**src/sv/brenc_pkg.sv**
```systemverilog
// byte-run encoder package: sizes, queue command and memory port types
// shared by the front, queue, literal memory, back and top level; no dependencies
`timescale 1ns / 1ps
`default_nettype none

package brenc_pkg;

	// packet and output word geometry
	localparam int MAX_PACKET = 128;
	localparam int OUT_BYTES  = 8;

	// literal length and run length counters hold 0..MAX_PACKET
	localparam int LEN_W = $clog2(MAX_PACKET + 1);

	// literal store: two banks, each of ROWS rows of OUT_BYTES bytes
	localparam int ROWS   = (MAX_PACKET + OUT_BYTES - 1) / OUT_BYTES;
	localparam int ROW_W  = (ROWS > 1) ? $clog2(ROWS) : 1;
	localparam int LANE_W = (OUT_BYTES > 1) ? $clog2(OUT_BYTES) : 1;
	localparam int MEM_W  = OUT_BYTES * 8;

	// words of the longest packet (header plus MAX_PACKET bytes)
	localparam int WORDS_MAX = (MAX_PACKET + OUT_BYTES) / OUT_BYTES;
	localparam int ROWC_W    = $clog2(WORDS_MAX + 1);
	// byte position inside a packet, up to one word past its end
	localparam int POS_W     = $clog2(MAX_PACKET + OUT_BYTES + 1);

	// command queue between front and back, depth a power of two
	localparam int Q_DEPTH = 4;
	localparam int Q_AW    = $clog2(Q_DEPTH);
	localparam int Q_CW    = $clog2(Q_DEPTH + 1);

	// a packet to be emitted: a literal in one bank, or a repeat of one value
	typedef struct packed {
		logic             is_lit;
		logic             bank;
		logic [LEN_W-1:0] len;
		logic [7:0]       hdr;
		logic [7:0]       val;
		logic             last;
		logic             se;
	} pkt_cmd_t;

	typedef struct packed {
		logic     valid;
		pkt_cmd_t cmd;
	} cmd_push_t;

	// byte write into the literal store
	typedef struct packed {
		logic              en;
		logic              bank;
		logic [ROW_W-1:0]  row;
		logic [LANE_W-1:0] lane;
		logic [7:0]        data;
	} lit_wr_t;

	// row read from the literal store, registered data in the next cycle
	typedef struct packed {
		logic             en;
		logic             bank;
		logic [ROW_W-1:0] row;
	} lit_rd_t;

	// back has finished reading a literal bank
	typedef struct packed {
		logic en;
		logic bank;
	} lit_done_t;

endpackage

`default_nettype wire

```
**src/sv/brenc_ifs.sv**
```systemverilog
// byte-run encoder channel interfaces: raw byte input and packed word output
// valid/ready handshake with payload; no dependencies
`timescale 1ns / 1ps
`default_nettype none

interface brenc_in_if;
	logic       valid;
	logic       ready;
	logic [7:0] raw_byte;
	logic       final_byte;

	modport source (output valid, output raw_byte, output final_byte, input ready);
	modport sink (input valid, input raw_byte, input final_byte, output ready);
endinterface

interface brenc_out_if;
	logic        valid;
	logic        ready;
	logic [63:0] packed_bytes;
	logic [3:0]  byte_count;
	logic        packet_end;
	logic        stream_end;
	logic        run_last;

	modport source (output valid, output packed_bytes, output byte_count, output packet_end,
		output stream_end, output run_last, input ready);
	modport sink (input valid, input packed_bytes, input byte_count, input packet_end,
		input stream_end, input run_last, output ready);
endinterface

`default_nettype wire

```
**src/sv/brenc_front.sv**
```systemverilog
// byte-run encoder front: takes raw bytes, decides runs and literals,
// fills the literal store and queues packet commands; uses brenc_pkg, brenc_ifs
`timescale 1ns / 1ps
`default_nettype none

module brenc_front (
	input  logic                  clk,
	input  logic                  arst_n,
	brenc_in_if.sink              in_ch,
	input  logic                  q_full,
	input  brenc_pkg::lit_done_t  lit_done,
	output brenc_pkg::cmd_push_t  cmd_push,
	output brenc_pkg::lit_wr_t    lit_wr
);

	typedef enum logic [2:0] {
		F_MAIN,
		F_CAP,
		F_RUN,
		F_ADDA,
		F_ADDB,
		F_LIT,
		F_END
	} fstate_t;

	fstate_t                         state_q, state_d;
	logic                            fin_q, fin_d;
	logic [brenc_pkg::LEN_W-1:0]     lit_cnt_q, lit_cnt_d;
	logic [brenc_pkg::ROW_W-1:0]     wr_row_q, wr_row_d;
	logic [brenc_pkg::LANE_W-1:0]    wr_lane_q, wr_lane_d;
	logic                            bank_q, bank_d;
	logic [1:0]                      busy_q, busy_d;
	logic [7:0]                      look_first_q, look_first_d;
	logic [7:0]                      look_second_q, look_second_d;
	logic [1:0]                      look_fill_q, look_fill_d;
	logic [7:0]                      run_value_q, run_value_d;
	logic [brenc_pkg::LEN_W-1:0]     run_length_q, run_length_d;
	logic                            in_run_q, in_run_d;
	logic                            hold_v_q, hold_v_d;
	brenc_pkg::pkt_cmd_t             hold_cmd_q, hold_cmd_d;

	logic                            step_ok;
	logic                            take;
	logic                            add_v;
	logic [7:0]                      add_byte;
	logic                            lit_flush;
	logic [brenc_pkg::LEN_W-1:0]     lit_len;
	logic                            run_emit;
	logic [brenc_pkg::LEN_W-1:0]     run_len_e;
	logic                            direct;
	logic                            start_run;
	logic                            new_v;
	brenc_pkg::pkt_cmd_t             new_cmd;
	logic [brenc_pkg::LEN_W-1:0]     rl_inc;
	logic [brenc_pkg::LEN_W-1:0]     cnt_inc;

	// a step may go on when the queue has room and the bank being filled is free
	assign step_ok     = !q_full && !busy_q[bank_q];
	assign in_ch.ready = (state_q == F_MAIN) && step_ok;
	assign take        = in_ch.valid && in_ch.ready;
	assign rl_inc      = run_length_q + 1'b1;
	assign cnt_inc     = lit_cnt_q + 1'b1;

	// classification and flush sequencing
	always_comb begin
		state_d       = state_q;
		fin_d         = fin_q;
		lit_cnt_d     = lit_cnt_q;
		wr_row_d      = wr_row_q;
		wr_lane_d     = wr_lane_q;
		bank_d        = bank_q;
		busy_d        = busy_q;
		look_first_d  = look_first_q;
		look_second_d = look_second_q;
		look_fill_d   = look_fill_q;
		run_value_d   = run_value_q;
		run_length_d  = run_length_q;
		in_run_d      = in_run_q;
		hold_v_d      = hold_v_q;
		hold_cmd_d    = hold_cmd_q;
		add_v         = 1'b0;
		add_byte      = '0;
		lit_flush     = 1'b0;
		lit_len       = lit_cnt_q;
		run_emit      = 1'b0;
		run_len_e     = run_length_q;
		direct        = 1'b0;
		start_run     = 1'b0;
		new_v         = 1'b0;
		new_cmd       = '0;
		cmd_push      = '0;
		lit_wr        = '0;

		// back released a bank
		if (lit_done.en) begin
			busy_d[lit_done.bank] = 1'b0;
		end

		case (state_q)
			F_MAIN: begin
				if (take) begin
					fin_d = in_ch.final_byte;
					if (in_run_q) begin
						if (in_ch.raw_byte == run_value_q) begin
							if (rl_inc == brenc_pkg::LEN_W'(brenc_pkg::MAX_PACKET)) begin
								run_emit     = 1'b1;
								run_len_e    = rl_inc;
								in_run_d     = 1'b0;
								run_length_d = '0;
							end else begin
								run_length_d = rl_inc;
							end
						end else begin
							run_emit     = 1'b1;
							in_run_d     = 1'b0;
							run_length_d = '0;
							look_first_d = in_ch.raw_byte;
							look_fill_d  = 2'd1;
						end
					end else if (look_fill_q == 2'd0) begin
						look_first_d = in_ch.raw_byte;
						look_fill_d  = 2'd1;
					end else if (look_fill_q == 2'd1) begin
						look_second_d = in_ch.raw_byte;
						look_fill_d   = 2'd2;
					end else if (look_first_q == look_second_q &&
						look_second_q == in_ch.raw_byte) begin
						// three equal bytes open a repeat packet
						lit_flush    = (lit_cnt_q != '0);
						in_run_d     = 1'b1;
						run_value_d  = in_ch.raw_byte;
						run_length_d = brenc_pkg::LEN_W'(3);
						look_fill_d  = 2'd0;
						start_run    = (brenc_pkg::MAX_PACKET <= 3);
					end else begin
						add_v         = 1'b1;
						add_byte      = look_first_q;
						look_first_d  = look_second_q;
						look_second_d = in_ch.raw_byte;
					end
					direct = !start_run && !in_ch.final_byte;
					if (start_run) begin
						state_d = F_CAP;
					end else if (in_ch.final_byte) begin
						state_d = F_RUN;
					end
				end
			end
			F_CAP: begin
				// repeat packet already at the cap when it opens
				if (step_ok) begin
					run_emit     = 1'b1;
					in_run_d     = 1'b0;
					run_length_d = '0;
					state_d      = fin_q ? F_RUN : F_END;
				end
			end
			F_RUN: begin
				if (step_ok) begin
					if (in_run_q) begin
						run_emit     = 1'b1;
						in_run_d     = 1'b0;
						run_length_d = '0;
					end
					state_d = F_ADDA;
				end
			end
			F_ADDA: begin
				if (step_ok) begin
					if (look_fill_q != 2'd0) begin
						add_v    = 1'b1;
						add_byte = look_first_q;
					end
					state_d = F_ADDB;
				end
			end
			F_ADDB: begin
				if (step_ok) begin
					if (look_fill_q == 2'd2) begin
						add_v    = 1'b1;
						add_byte = look_second_q;
					end
					state_d = F_LIT;
				end
			end
			F_LIT: begin
				if (step_ok) begin
					lit_flush     = (lit_cnt_q != '0);
					look_first_d  = '0;
					look_second_d = '0;
					look_fill_d   = 2'd0;
					run_value_d   = '0;
					state_d       = F_END;
				end
			end
			F_END: begin
				// the held command is the last of the step
				if (step_ok) begin
					if (hold_v_q) begin
						cmd_push.valid    = 1'b1;
						cmd_push.cmd      = hold_cmd_q;
						cmd_push.cmd.last = 1'b1;
						cmd_push.cmd.se   = fin_q;
					end
					hold_v_d = 1'b0;
					fin_d    = 1'b0;
					state_d  = F_MAIN;
				end
			end
			default: begin
				state_d = F_MAIN;
			end
		endcase

		// append one byte to the open literal
		if (add_v) begin
			lit_wr.en   = 1'b1;
			lit_wr.bank = bank_q;
			lit_wr.row  = wr_row_q;
			lit_wr.lane = wr_lane_q;
			lit_wr.data = add_byte;
			if (cnt_inc == brenc_pkg::LEN_W'(brenc_pkg::MAX_PACKET)) begin
				lit_flush = 1'b1;
				lit_len   = cnt_inc;
			end else begin
				lit_cnt_d = cnt_inc;
				if (wr_lane_q == brenc_pkg::LANE_W'(brenc_pkg::OUT_BYTES - 1)) begin
					wr_lane_d = '0;
					wr_row_d  = wr_row_q + 1'b1;
				end else begin
					wr_lane_d = wr_lane_q + 1'b1;
				end
			end
		end

		// close the literal and hand its bank to the back
		if (lit_flush) begin
			new_v          = 1'b1;
			new_cmd.is_lit = 1'b1;
			new_cmd.bank   = bank_q;
			new_cmd.len    = lit_len;
			new_cmd.hdr    = 8'(lit_len) - 8'd1;
			busy_d[bank_q] = 1'b1;
			bank_d         = ~bank_q;
			lit_cnt_d      = '0;
			wr_row_d       = '0;
			wr_lane_d      = '0;
		end

		// repeat packet header is 257 minus length
		if (run_emit) begin
			new_v          = 1'b1;
			new_cmd.is_lit = 1'b0;
			new_cmd.hdr    = 8'(9'd257 - 9'(run_len_e));
			new_cmd.val    = run_value_q;
		end

		// single-command steps transfer at once, longer ones go through the hold
		if (new_v) begin
			if (direct) begin
				cmd_push.valid    = 1'b1;
				cmd_push.cmd      = new_cmd;
				cmd_push.cmd.last = 1'b1;
			end else begin
				if (hold_v_q) begin
					cmd_push.valid = 1'b1;
					cmd_push.cmd   = hold_cmd_q;
				end
				hold_cmd_d = new_cmd;
				hold_v_d   = 1'b1;
			end
		end
	end

	// state and control registers
	always_ff @(posedge clk or negedge arst_n) begin
		if (!arst_n) begin
			state_q       <= F_MAIN;
			fin_q         <= 1'b0;
			lit_cnt_q     <= '0;
			wr_row_q      <= '0;
			wr_lane_q     <= '0;
			bank_q        <= 1'b0;
			busy_q        <= '0;
			look_first_q  <= '0;
			look_second_q <= '0;
			look_fill_q   <= 2'd0;
			run_value_q   <= '0;
			run_length_q  <= '0;
			in_run_q      <= 1'b0;
			hold_v_q      <= 1'b0;
		end else begin
			state_q       <= state_d;
			fin_q         <= fin_d;
			lit_cnt_q     <= lit_cnt_d;
			wr_row_q      <= wr_row_d;
			wr_lane_q     <= wr_lane_d;
			bank_q        <= bank_d;
			busy_q        <= busy_d;
			look_first_q  <= look_first_d;
			look_second_q <= look_second_d;
			look_fill_q   <= look_fill_d;
			run_value_q   <= run_value_d;
			run_length_q  <= run_length_d;
			in_run_q      <= in_run_d;
			hold_v_q      <= hold_v_d;
		end
	end

	// held command payload
	always_ff @(posedge clk) begin
		hold_cmd_q <= hold_cmd_d;
	end

endmodule

`default_nettype wire

```
**src/sv/brenc_cmd_fifo.sv**
```systemverilog
// byte-run encoder command queue between front and back
// small register queue of packet commands; uses brenc_pkg
`timescale 1ns / 1ps
`default_nettype none

module brenc_cmd_fifo (
	input  logic                 clk,
	input  logic                 arst_n,
	input  brenc_pkg::cmd_push_t cmd_push,
	output logic                 full,
	input  logic                 pop,
	output logic                 head_valid,
	output brenc_pkg::pkt_cmd_t  head
);

	brenc_pkg::pkt_cmd_t           entry_q [brenc_pkg::Q_DEPTH];
	logic [brenc_pkg::Q_AW-1:0]    wr_ptr_q;
	logic [brenc_pkg::Q_AW-1:0]    rd_ptr_q;
	logic [brenc_pkg::Q_CW-1:0]    count_q;
	logic                          do_push;
	logic                          do_pop;

	assign full       = (count_q == brenc_pkg::Q_CW'(brenc_pkg::Q_DEPTH));
	assign head_valid = (count_q != '0);
	assign head       = entry_q[rd_ptr_q];
	assign do_push    = cmd_push.valid && !full;
	assign do_pop     = pop && head_valid;

	// pointers and fill count
	always_ff @(posedge clk or negedge arst_n) begin
		if (!arst_n) begin
			wr_ptr_q <= '0;
			rd_ptr_q <= '0;
			count_q  <= '0;
		end else begin
			if (do_push) begin
				wr_ptr_q <= wr_ptr_q + 1'b1;
			end
			if (do_pop) begin
				rd_ptr_q <= rd_ptr_q + 1'b1;
			end
			if (do_push && !do_pop) begin
				count_q <= count_q + 1'b1;
			end else if (do_pop && !do_push) begin
				count_q <= count_q - 1'b1;
			end
		end
	end

	// entry storage
	always_ff @(posedge clk) begin
		if (do_push) begin
			entry_q[wr_ptr_q] <= cmd_push.cmd;
		end
	end

endmodule

`default_nettype wire

```
**src/sv/brenc_lit_mem.sv**
```systemverilog
// byte-run encoder literal store: two banks of rows of OUT_BYTES bytes
// byte-lane writes, registered row reads; uses brenc_pkg
`timescale 1ns / 1ps
`default_nettype none

module brenc_lit_mem (
	input  logic                          clk,
	input  brenc_pkg::lit_wr_t            lit_wr,
	input  brenc_pkg::lit_rd_t            lit_rd,
	output logic [brenc_pkg::MEM_W-1:0]   rd_data
);

	logic [brenc_pkg::MEM_W-1:0] mem [2][brenc_pkg::ROWS];

	// byte write
	always_ff @(posedge clk) begin
		if (lit_wr.en) begin
			mem[lit_wr.bank][lit_wr.row][lit_wr.lane*8 +: 8] <= lit_wr.data;
		end
	end

	// row read
	always_ff @(posedge clk) begin
		if (lit_rd.en) begin
			rd_data <= mem[lit_rd.bank][lit_rd.row];
		end
	end

endmodule

`default_nettype wire

```
**src/sv/brenc_back.sv**
```systemverilog
// byte-run encoder back: turns queued packet commands into output words
// reads literal rows from the store, one word per cycle while out_ch is ready; uses brenc_pkg, brenc_ifs
`timescale 1ns / 1ps
`default_nettype none

module brenc_back (
	input  logic                          clk,
	input  logic                          arst_n,
	input  logic                          q_valid,
	input  brenc_pkg::pkt_cmd_t           q_head,
	output logic                          q_pop,
	output brenc_pkg::lit_rd_t            lit_rd,
	input  logic [brenc_pkg::MEM_W-1:0]   rd_data,
	output brenc_pkg::lit_done_t          lit_done,
	brenc_out_if.source                   out_ch
);

	logic                          active_q;
	brenc_pkg::pkt_cmd_t           cmd_q;
	logic [brenc_pkg::POS_W-1:0]   pos_q;
	logic [brenc_pkg::ROWC_W-1:0]  row_q;
	logic [7:0]                    carry_q;
	logic                          out_valid_q;
	logic [63:0]                   out_bytes_q;
	logic [3:0]                    out_count_q;
	logic                          out_pend_q;
	logic                          out_send_q;
	logic                          out_last_q;

	logic                          emit;
	logic [brenc_pkg::POS_W-1:0]   total;
	logic [brenc_pkg::POS_W-1:0]   rem;
	logic                          last_word;
	logic [3:0]                    word_cnt;
	logic [brenc_pkg::ROWC_W-1:0]  next_row;
	logic [63:0]                   rd_ext;
	logic [63:0]                   rd_shift;
	logic [63:0]                   word;

	// packet length in bytes, header included
	assign total     = cmd_q.is_lit ? (brenc_pkg::POS_W'(cmd_q.len) + 1'b1)
		: brenc_pkg::POS_W'(2);
	assign rem       = total - pos_q;
	assign last_word = (rem <= brenc_pkg::POS_W'(brenc_pkg::OUT_BYTES));
	assign word_cnt  = last_word ? 4'(rem) : 4'(brenc_pkg::OUT_BYTES);
	assign emit      = active_q && (!out_valid_q || out_ch.ready);
	assign q_pop     = q_valid && !active_q;
	assign next_row  = row_q + 1'b1;
	assign rd_ext    = 64'(rd_data);
	// row bytes moved up one lane, behind the header or carried byte
	assign rd_shift  = rd_ext << 8;

	// row 0 is fetched at the pop, each later row as the word before it leaves
	always_comb begin
		lit_rd = '0;
		if (q_pop) begin
			lit_rd.en   = q_head.is_lit;
			lit_rd.bank = q_head.bank;
			lit_rd.row  = '0;
		end else if (emit) begin
			lit_rd.en   = cmd_q.is_lit && !last_word;
			lit_rd.bank = cmd_q.bank;
			lit_rd.row  = (next_row < brenc_pkg::ROWC_W'(brenc_pkg::ROWS))
				? next_row[brenc_pkg::ROW_W-1:0] : '0;
		end
	end

	assign lit_done.en   = emit && last_word && cmd_q.is_lit;
	assign lit_done.bank = cmd_q.bank;

	// word assembly: lane 0 is the header or the byte carried from the last row
	always_comb begin
		logic [7:0] byte_v;
		word = '0;
		for (int i = 0; i < 8; i++) begin
			byte_v = 8'h00;
			if (i < brenc_pkg::OUT_BYTES && 4'(i) < word_cnt) begin
				if (i == 0) begin
					byte_v = (pos_q == '0) ? cmd_q.hdr : (cmd_q.is_lit ? carry_q : cmd_q.val);
				end else begin
					byte_v = cmd_q.is_lit ? rd_shift[i*8 +: 8] : cmd_q.val;
				end
			end
			word[i*8 +: 8] = byte_v;
		end
	end

	// packet walk and output valid
	always_ff @(posedge clk or negedge arst_n) begin
		if (!arst_n) begin
			active_q    <= 1'b0;
			out_valid_q <= 1'b0;
		end else begin
			if (q_pop) begin
				active_q <= 1'b1;
			end else if (emit && last_word) begin
				active_q <= 1'b0;
			end
			if (emit) begin
				out_valid_q <= 1'b1;
			end else if (out_ch.ready) begin
				out_valid_q <= 1'b0;
			end
		end
	end

	// packet payload and output word
	always_ff @(posedge clk) begin
		if (q_pop) begin
			cmd_q <= q_head;
			pos_q <= '0;
			row_q <= '0;
		end else if (emit) begin
			pos_q   <= pos_q + brenc_pkg::POS_W'(brenc_pkg::OUT_BYTES);
			row_q   <= next_row;
			carry_q <= rd_data[(brenc_pkg::OUT_BYTES-1)*8 +: 8];
		end
		if (emit) begin
			out_bytes_q <= word;
			out_count_q <= word_cnt;
			out_pend_q  <= last_word;
			out_send_q  <= last_word && cmd_q.se;
			out_last_q  <= last_word && cmd_q.last;
		end
	end

	assign out_ch.valid        = out_valid_q;
	assign out_ch.packed_bytes = out_bytes_q;
	assign out_ch.byte_count   = out_count_q;
	assign out_ch.packet_end   = out_pend_q;
	assign out_ch.stream_end   = out_send_q;
	assign out_ch.run_last     = out_last_q;

endmodule

`default_nettype wire

```
**src/sv/byte_run_encoder_core.sv**
```systemverilog
// Byte-run (PackBits style) encoder: one raw byte per transfer in, packets of
// up to eight bytes per transfer out. The front takes a byte and classifies
// it; after a byte with final_byte set the front flushes the open run, the
// undecided bytes and the literal, then sends the held command. The front
// also holds off input while the command queue is full or while the literal
// bank it must fill next is still being read out: the literal store has two
// banks, so a third literal waits for the first to drain. The back sends one
// output word per cycle while the output is ready; a literal packet of n
// bytes gives ceil((n + 1) / 8) words once its first row is fetched, and a
// repeat packet gives one. The literal store needs no clearing after reset;
// the block accepts input as soon as reset is released.
// Depends on brenc_pkg, brenc_ifs, brenc_front, brenc_cmd_fifo, brenc_lit_mem,
// brenc_back.
`timescale 1ns / 1ps
`default_nettype none

module byte_run_encoder_core (
	input  logic        clk,
	input  logic        arst_n,
	brenc_in_if.sink    in_ch,
	brenc_out_if.source out_ch
);

	brenc_pkg::cmd_push_t          cmd_push;
	logic                          q_full;
	logic                          q_pop;
	logic                          q_valid;
	brenc_pkg::pkt_cmd_t           q_head;
	brenc_pkg::lit_wr_t            lit_wr;
	brenc_pkg::lit_rd_t            lit_rd;
	brenc_pkg::lit_done_t          lit_done;
	logic [brenc_pkg::MEM_W-1:0]   rd_data;

	// classification and literal fill
	brenc_front u_front (
		.clk      (clk),
		.arst_n   (arst_n),
		.in_ch    (in_ch),
		.q_full   (q_full),
		.lit_done (lit_done),
		.cmd_push (cmd_push),
		.lit_wr   (lit_wr)
	);

	// packet command queue
	brenc_cmd_fifo u_fifo (
		.clk        (clk),
		.arst_n     (arst_n),
		.cmd_push   (cmd_push),
		.full       (q_full),
		.pop        (q_pop),
		.head_valid (q_valid),
		.head       (q_head)
	);

	// double-banked literal store
	brenc_lit_mem u_mem (
		.clk     (clk),
		.lit_wr  (lit_wr),
		.lit_rd  (lit_rd),
		.rd_data (rd_data)
	);

	// word packing and output register
	brenc_back u_back (
		.clk      (clk),
		.arst_n   (arst_n),
		.q_valid  (q_valid),
		.q_head   (q_head),
		.q_pop    (q_pop),
		.lit_rd   (lit_rd),
		.rd_data  (rd_data),
		.lit_done (lit_done),
		.out_ch   (out_ch)
	);

endmodule

`default_nettype wire
```
**src/flat_wrapper.sv**
```systemverilog
// flat-port wrapper written by rule: the top's interface ports become plain ports
module byte_run_encoder_core_flat 
  (clk, arst_n, in_ch_valid, in_ch_raw_byte, in_ch_final_byte, in_ch_ready, out_ch_valid, out_ch_packed_bytes, out_ch_byte_count, out_ch_packet_end, out_ch_stream_end, out_ch_run_last, out_ch_ready);
  brenc_in_if in_ch_i ();
  brenc_out_if out_ch_i ();
  input  logic clk;
  input  logic arst_n;
  input wire logic [$bits(in_ch_i.valid)-1:0] in_ch_valid;
  input wire logic [$bits(in_ch_i.raw_byte)-1:0] in_ch_raw_byte;
  input wire logic [$bits(in_ch_i.final_byte)-1:0] in_ch_final_byte;
  output wire logic [$bits(in_ch_i.ready)-1:0] in_ch_ready;
  output wire logic [$bits(out_ch_i.valid)-1:0] out_ch_valid;
  output wire logic [$bits(out_ch_i.packed_bytes)-1:0] out_ch_packed_bytes;
  output wire logic [$bits(out_ch_i.byte_count)-1:0] out_ch_byte_count;
  output wire logic [$bits(out_ch_i.packet_end)-1:0] out_ch_packet_end;
  output wire logic [$bits(out_ch_i.stream_end)-1:0] out_ch_stream_end;
  output wire logic [$bits(out_ch_i.run_last)-1:0] out_ch_run_last;
  input wire logic [$bits(out_ch_i.ready)-1:0] out_ch_ready;
  assign in_ch_i.valid = in_ch_valid;
  assign in_ch_i.raw_byte = in_ch_raw_byte;
  assign in_ch_i.final_byte = in_ch_final_byte;
  assign in_ch_ready = in_ch_i.ready;
  assign out_ch_valid = out_ch_i.valid;
  assign out_ch_packed_bytes = out_ch_i.packed_bytes;
  assign out_ch_byte_count = out_ch_i.byte_count;
  assign out_ch_packet_end = out_ch_i.packet_end;
  assign out_ch_stream_end = out_ch_i.stream_end;
  assign out_ch_run_last = out_ch_i.run_last;
  assign out_ch_i.ready = out_ch_ready;
  byte_run_encoder_core u_core (.clk(clk), .arst_n(arst_n), .in_ch(in_ch_i), .out_ch(out_ch_i));
endmodule
```
**config.mk**
```make
export PLATFORM = sky130hd
export DESIGN_NAME = byte_run_encoder_core_flat
export DESIGN_NICKNAME = d
export VERILOG_FILES = /design/src/sv/brenc_pkg.sv /design/src/sv/brenc_ifs.sv /design/src/sv/brenc_front.sv /design/src/sv/brenc_cmd_fifo.sv /design/src/sv/brenc_lit_mem.sv /design/src/sv/brenc_back.sv /design/src/sv/byte_run_encoder_core.sv /design/src/flat_wrapper.sv
export SDC_FILE = /design/constraint.sdc
export NUM_CORES = 2
export LEC_CHECK = 0
export BUFFER_PORTS_ARGS = -buffer_cell sky130_fd_sc_hd__buf_4
export CELL_PAD_IN_SITES_DETAIL_PLACEMENT = 1
export CELL_PAD_IN_SITES_GLOBAL_PLACEMENT = 2
export CORE_AREA = 2 2 448 450
export DETAILED_ROUTE_END_ITERATION = 10
export DIE_AREA = 0 0 450 452
export HOLD_SLACK_MARGIN = 0.12
export PLACE_DENSITY = 0.95
export SLEW_MARGIN = 20
export SYNTH_ARGS = -nofsm -noshare
export SYNTH_HDL_FRONTEND = slang
export SYNTH_SLANG_ARGS = --single-unit
```
**constraint.sdc**
```tcl
create_clock -name clk -period 16.2 [get_ports clk]
set_input_delay 1.62 -clock clk [delete_from_list [all_inputs] [get_ports clk]]
set_output_delay 1.62 -clock clk [all_outputs]
set_load 0.02 [all_outputs]
```
==> qor.yml <==
sta:
  setup_viol: 0
  tightestPinTransition_ns: 1.26
  finalHoldViolCount: 0
  fmax_mhz: 150
  period_minus_slack_ns: 6.69
  whs_ns: 0.547
  final.setup.tns_ns: 0
  drv_slew: 0
  fin_crit_sh_pct: 41.3
  relSlewSlack_pct: 15.9
  rsz0062_at_grt: "no"
  skew_ns: 0.0479
floorplan:
  ios: 86
  die_x_um: 450
  fp.dieArea_um2: 203000
  std_cell_rows: 164
  core-area_um2: 199000
  die_y_um: 452
  initial_core_util_pct: 49.7
clock_network:
  cts.hold.buffers_added: 0
  cts_root_buffer: "clkbuf_16"
  cts.reportedPaths.clkPinSlew_ns: 0.07
  cts_resized: 0
  clock_path_buffers: 3
  clock_latency_ns: 0.91
  cts_tree: "done"
  numCtsBuffers: 230
  cts_setup_buffers: 0
  cts.sinks: 2434
  htree_levels: 4
power_and_ir_drop:
  power.leakage_uw: 0.0397
  power_density_nw_per_um2: 165
  ir_drop_v: 0.000130
status:
  status: "finished, final reports clean"
placed_design:
  gp_congestion: 0.880
  portBuffers: 85
  dpl.hpwl_um: 199000
grt:
  overflow: 0
  antenna_found_initial: 18
  grt_usage_pct: 32.1
  grt_max_degree: 182
  grt_pass1_vias: 67600
  grt_pass1_wl_um: 476000
final_layout:
  nFillCells: 19000
  area_growth_pct: 11.4
  layout_commonest_cell: "edfxtp_1"
  layout-drive-gt1-share_pct: 12.5
  layout_common_cells: "edfxtp_1, nand2_1, nand3_1"
  fin_nets: 7022
routing:
  drt_iter0_drc: 9126
  vias: 65500
  vias_per_cell: 6.66
  drt-total-wl_um: 333000
  drt-wirelength-per-cell_um: 33.8
  drt-pass1-iter-count: 6
  drcViolationCount: 0
  ant_nets: 0
yosys:
  synth-seq-cells: 2434
  async_flop_share_pct: 2.75
  ys_seq_area_share_pct: 73.7
  avgSynthCellArea_um2: 14.1
  yosysWarnings: 0
  synth_edf_count: 2357
  synthFlopType: "edfxtp_1"
  yosys.cell_types.count: 86
  syn-num-nets: 7034
  netlist_instances: 6993
  syn_area_um2: 98600
run:
  drv_cap: 0
critical_path:
  crit_path_frequent_cell: "buf_4"
  crit_required_ns: 16.82
  crit_buf_inv: 4
  crit_path_start_kind: "flop"
  endpoint_kind: "flop"
  arrival_ns: 7.31
  worstSetupPathType: "reg -> reg"
  timing.critical_path.cells: "mux4_2, and3_2, buf_4, nor2_4, buf_4, buf_4, buf_4, mux4_2, mux2_2, a22oi_1, a21oi_1"
  cp_slowest_cell: "dfrtp_4"
  crit_family: "buffers and inverters"
  cp_max_fo: 72
  cp_slowest_stage_delay_ns: 0.84
hold_path:
  hold_path_class: "reg -> reg"
flip-flops by register name, summed over array words and instances (netlist names), 4 cells and up:
register	cells
u_core.u_front.run_length_q	8
u_core.u_back.row_q	5
u_core.u_front.lit_cnt_q	8
u_core.u_back.out_ch.byte_count	4
u_core.u_fifo.entry_q	112
u_core.u_front.run_value_q	8
u_core.u_front.look_second_q	8
u_core.u_back.cmd_q	27
u_core.u_mem.mem	2048
u_core.u_back.pos_q	5
u_core.u_back.out_ch.packed_bytes	64
u_core.u_front.wr_row_q	4
u_core.u_mem.rd_data	64
u_core.u_front.look_first_q	8
u_core.u_back.carry_q	8
u_core.u_front.hold_cmd_q	26
cell usage after synthesis (all sizes together), types with 15 or more instances:
library cell / count / share of area [%]
edfxtp: 2357 / 72
nand2: 1394 / 5.3
nand3: 600 / 3.0
nor2: 443 / 1.7
clkbuf: 380 / 1.4
mux2i: 207 / 2.1
and3: 203 / 1.3
a21oi: 164 / 0.84
o21ai: 129 / 0.65
mux4: 118 / 2.7
mux2: 98 / 1.1
buf: 78 / 0.39
inv: 74 / 0.28
a211oi: 73 / 0.56
dfrtp: 67 / 1.7
a311oi: 65 / 0.58
a31oi: 41 / 0.26
nor4: 35 / 0.23
o32ai: 34 / 0.32
nor3: 33 / 0.17
xnor2: 32 / 0.28
o221ai: 31 / 0.28
a2bb2oi: 30 / 0.27
o311a: 29 / 0.29
o22ai: 28 / 0.18
ha: 26 / 0.33
a22o: 18 / 0.16
and2: 18 / 0.11
nand4: 17 / 0.11
or3: 15 / 0.095
metal layers:
| layer | part of all wire, % | global-route usage, % | routed length [um] |
|---|---|---|---|
| met5 | 0.032 | 0 | 105 |
| met4 | 7.5 | 20.6 | 24800 |
| met3 | 11 | 7.74 | 35000 |
| met2 | 47 | 51.3 | 157000 |
| met1 | 35 | 39.4 | 116000 |
area by class of cell:
type / count / area (um2) / area share [%]
Sequential cell: 2434 / 72700 / 66.1
Multi-Input combinational cell: 4026 / 24500 / 22.3
Clock buffer: 279 / 5990 / 5.45
Tap cell: 2656 / 3320 / 3.02
Timing Repair Buffer: 214 / 1660 / 1.51
Clock inverter: 150 / 1420 / 1.30
Inverter: 75 / 283 / 0.257
Antenna cell: 12 / 30.0 / 0.0273
power breakdown:
group | internal (uW) | switching (uW)
logic | 1290 | 3640
registers | 7350 | 412
clock network | 2970 | 2470
total | 11600 | 6530
through the flow:
step	power, uW	utilization, %	instance area [um2]	setup WS (ns)	std cells
2_1_floorplan	10400	-	98600	8.38	6993
3_3_place_gp	12300	51.5	102000	9.30	9404
3_5_place_dp	12500	51.5	102000	9.02	9404
4_1_cts	17900	55.3	110000	9.37	9833
5_1_grt	18400	55.3	110000	9.27	9838
6_report	18100	55.3	110000	9.51	9846
path summary, 6_finish.rpt:
kind                                            from                        end  slack, ns  cells after the start
min                             u_core.u_front.fin_q       u_core.u_front.fin_q       0.55                      1
min reg2reg                     u_core.u_front.fin_q       u_core.u_front.fin_q       0.55                      1
max reg2reg                u_core.u_fifo.rd_ptr_q[0]   u_core.u_mem.rd_data[51]       9.51                     11
min in group asynchronous                     arst_n  u_core.u_fifo.rd_ptr_q[1]       0.89                      1
max                        u_core.u_fifo.rd_ptr_q[0]   u_core.u_mem.rd_data[51]       9.51                     11
max in group asynchronous                     arst_n  u_core.u_fifo.rd_ptr_q[0]      14.57                      1
worst register-to-register path, cell delays in order, from the launching register on:
cell	delay, ns
dfrtp_4	0.84
mux4_2	0.64
and3_2	0.24
buf_4	0.34
nor2_4	0.24
buf_4	0.80
buf_4	0.95
buf_4	0.85
mux4_2	0.70
mux2_2	0.30
a22oi_1	0.35
a21oi_1	0.16
cell families after synthesis:
logic type,after synthesis,synth area share [%]
simple gates,2803,12.4
buf+inv,533,2.12
mux,423,5.91
xor+xnor,45,0.414
flops,2434,73.7
fa+ha+maj,28,0.370
compound gates,727,5.13
Power figures use the tool's default switching activity.
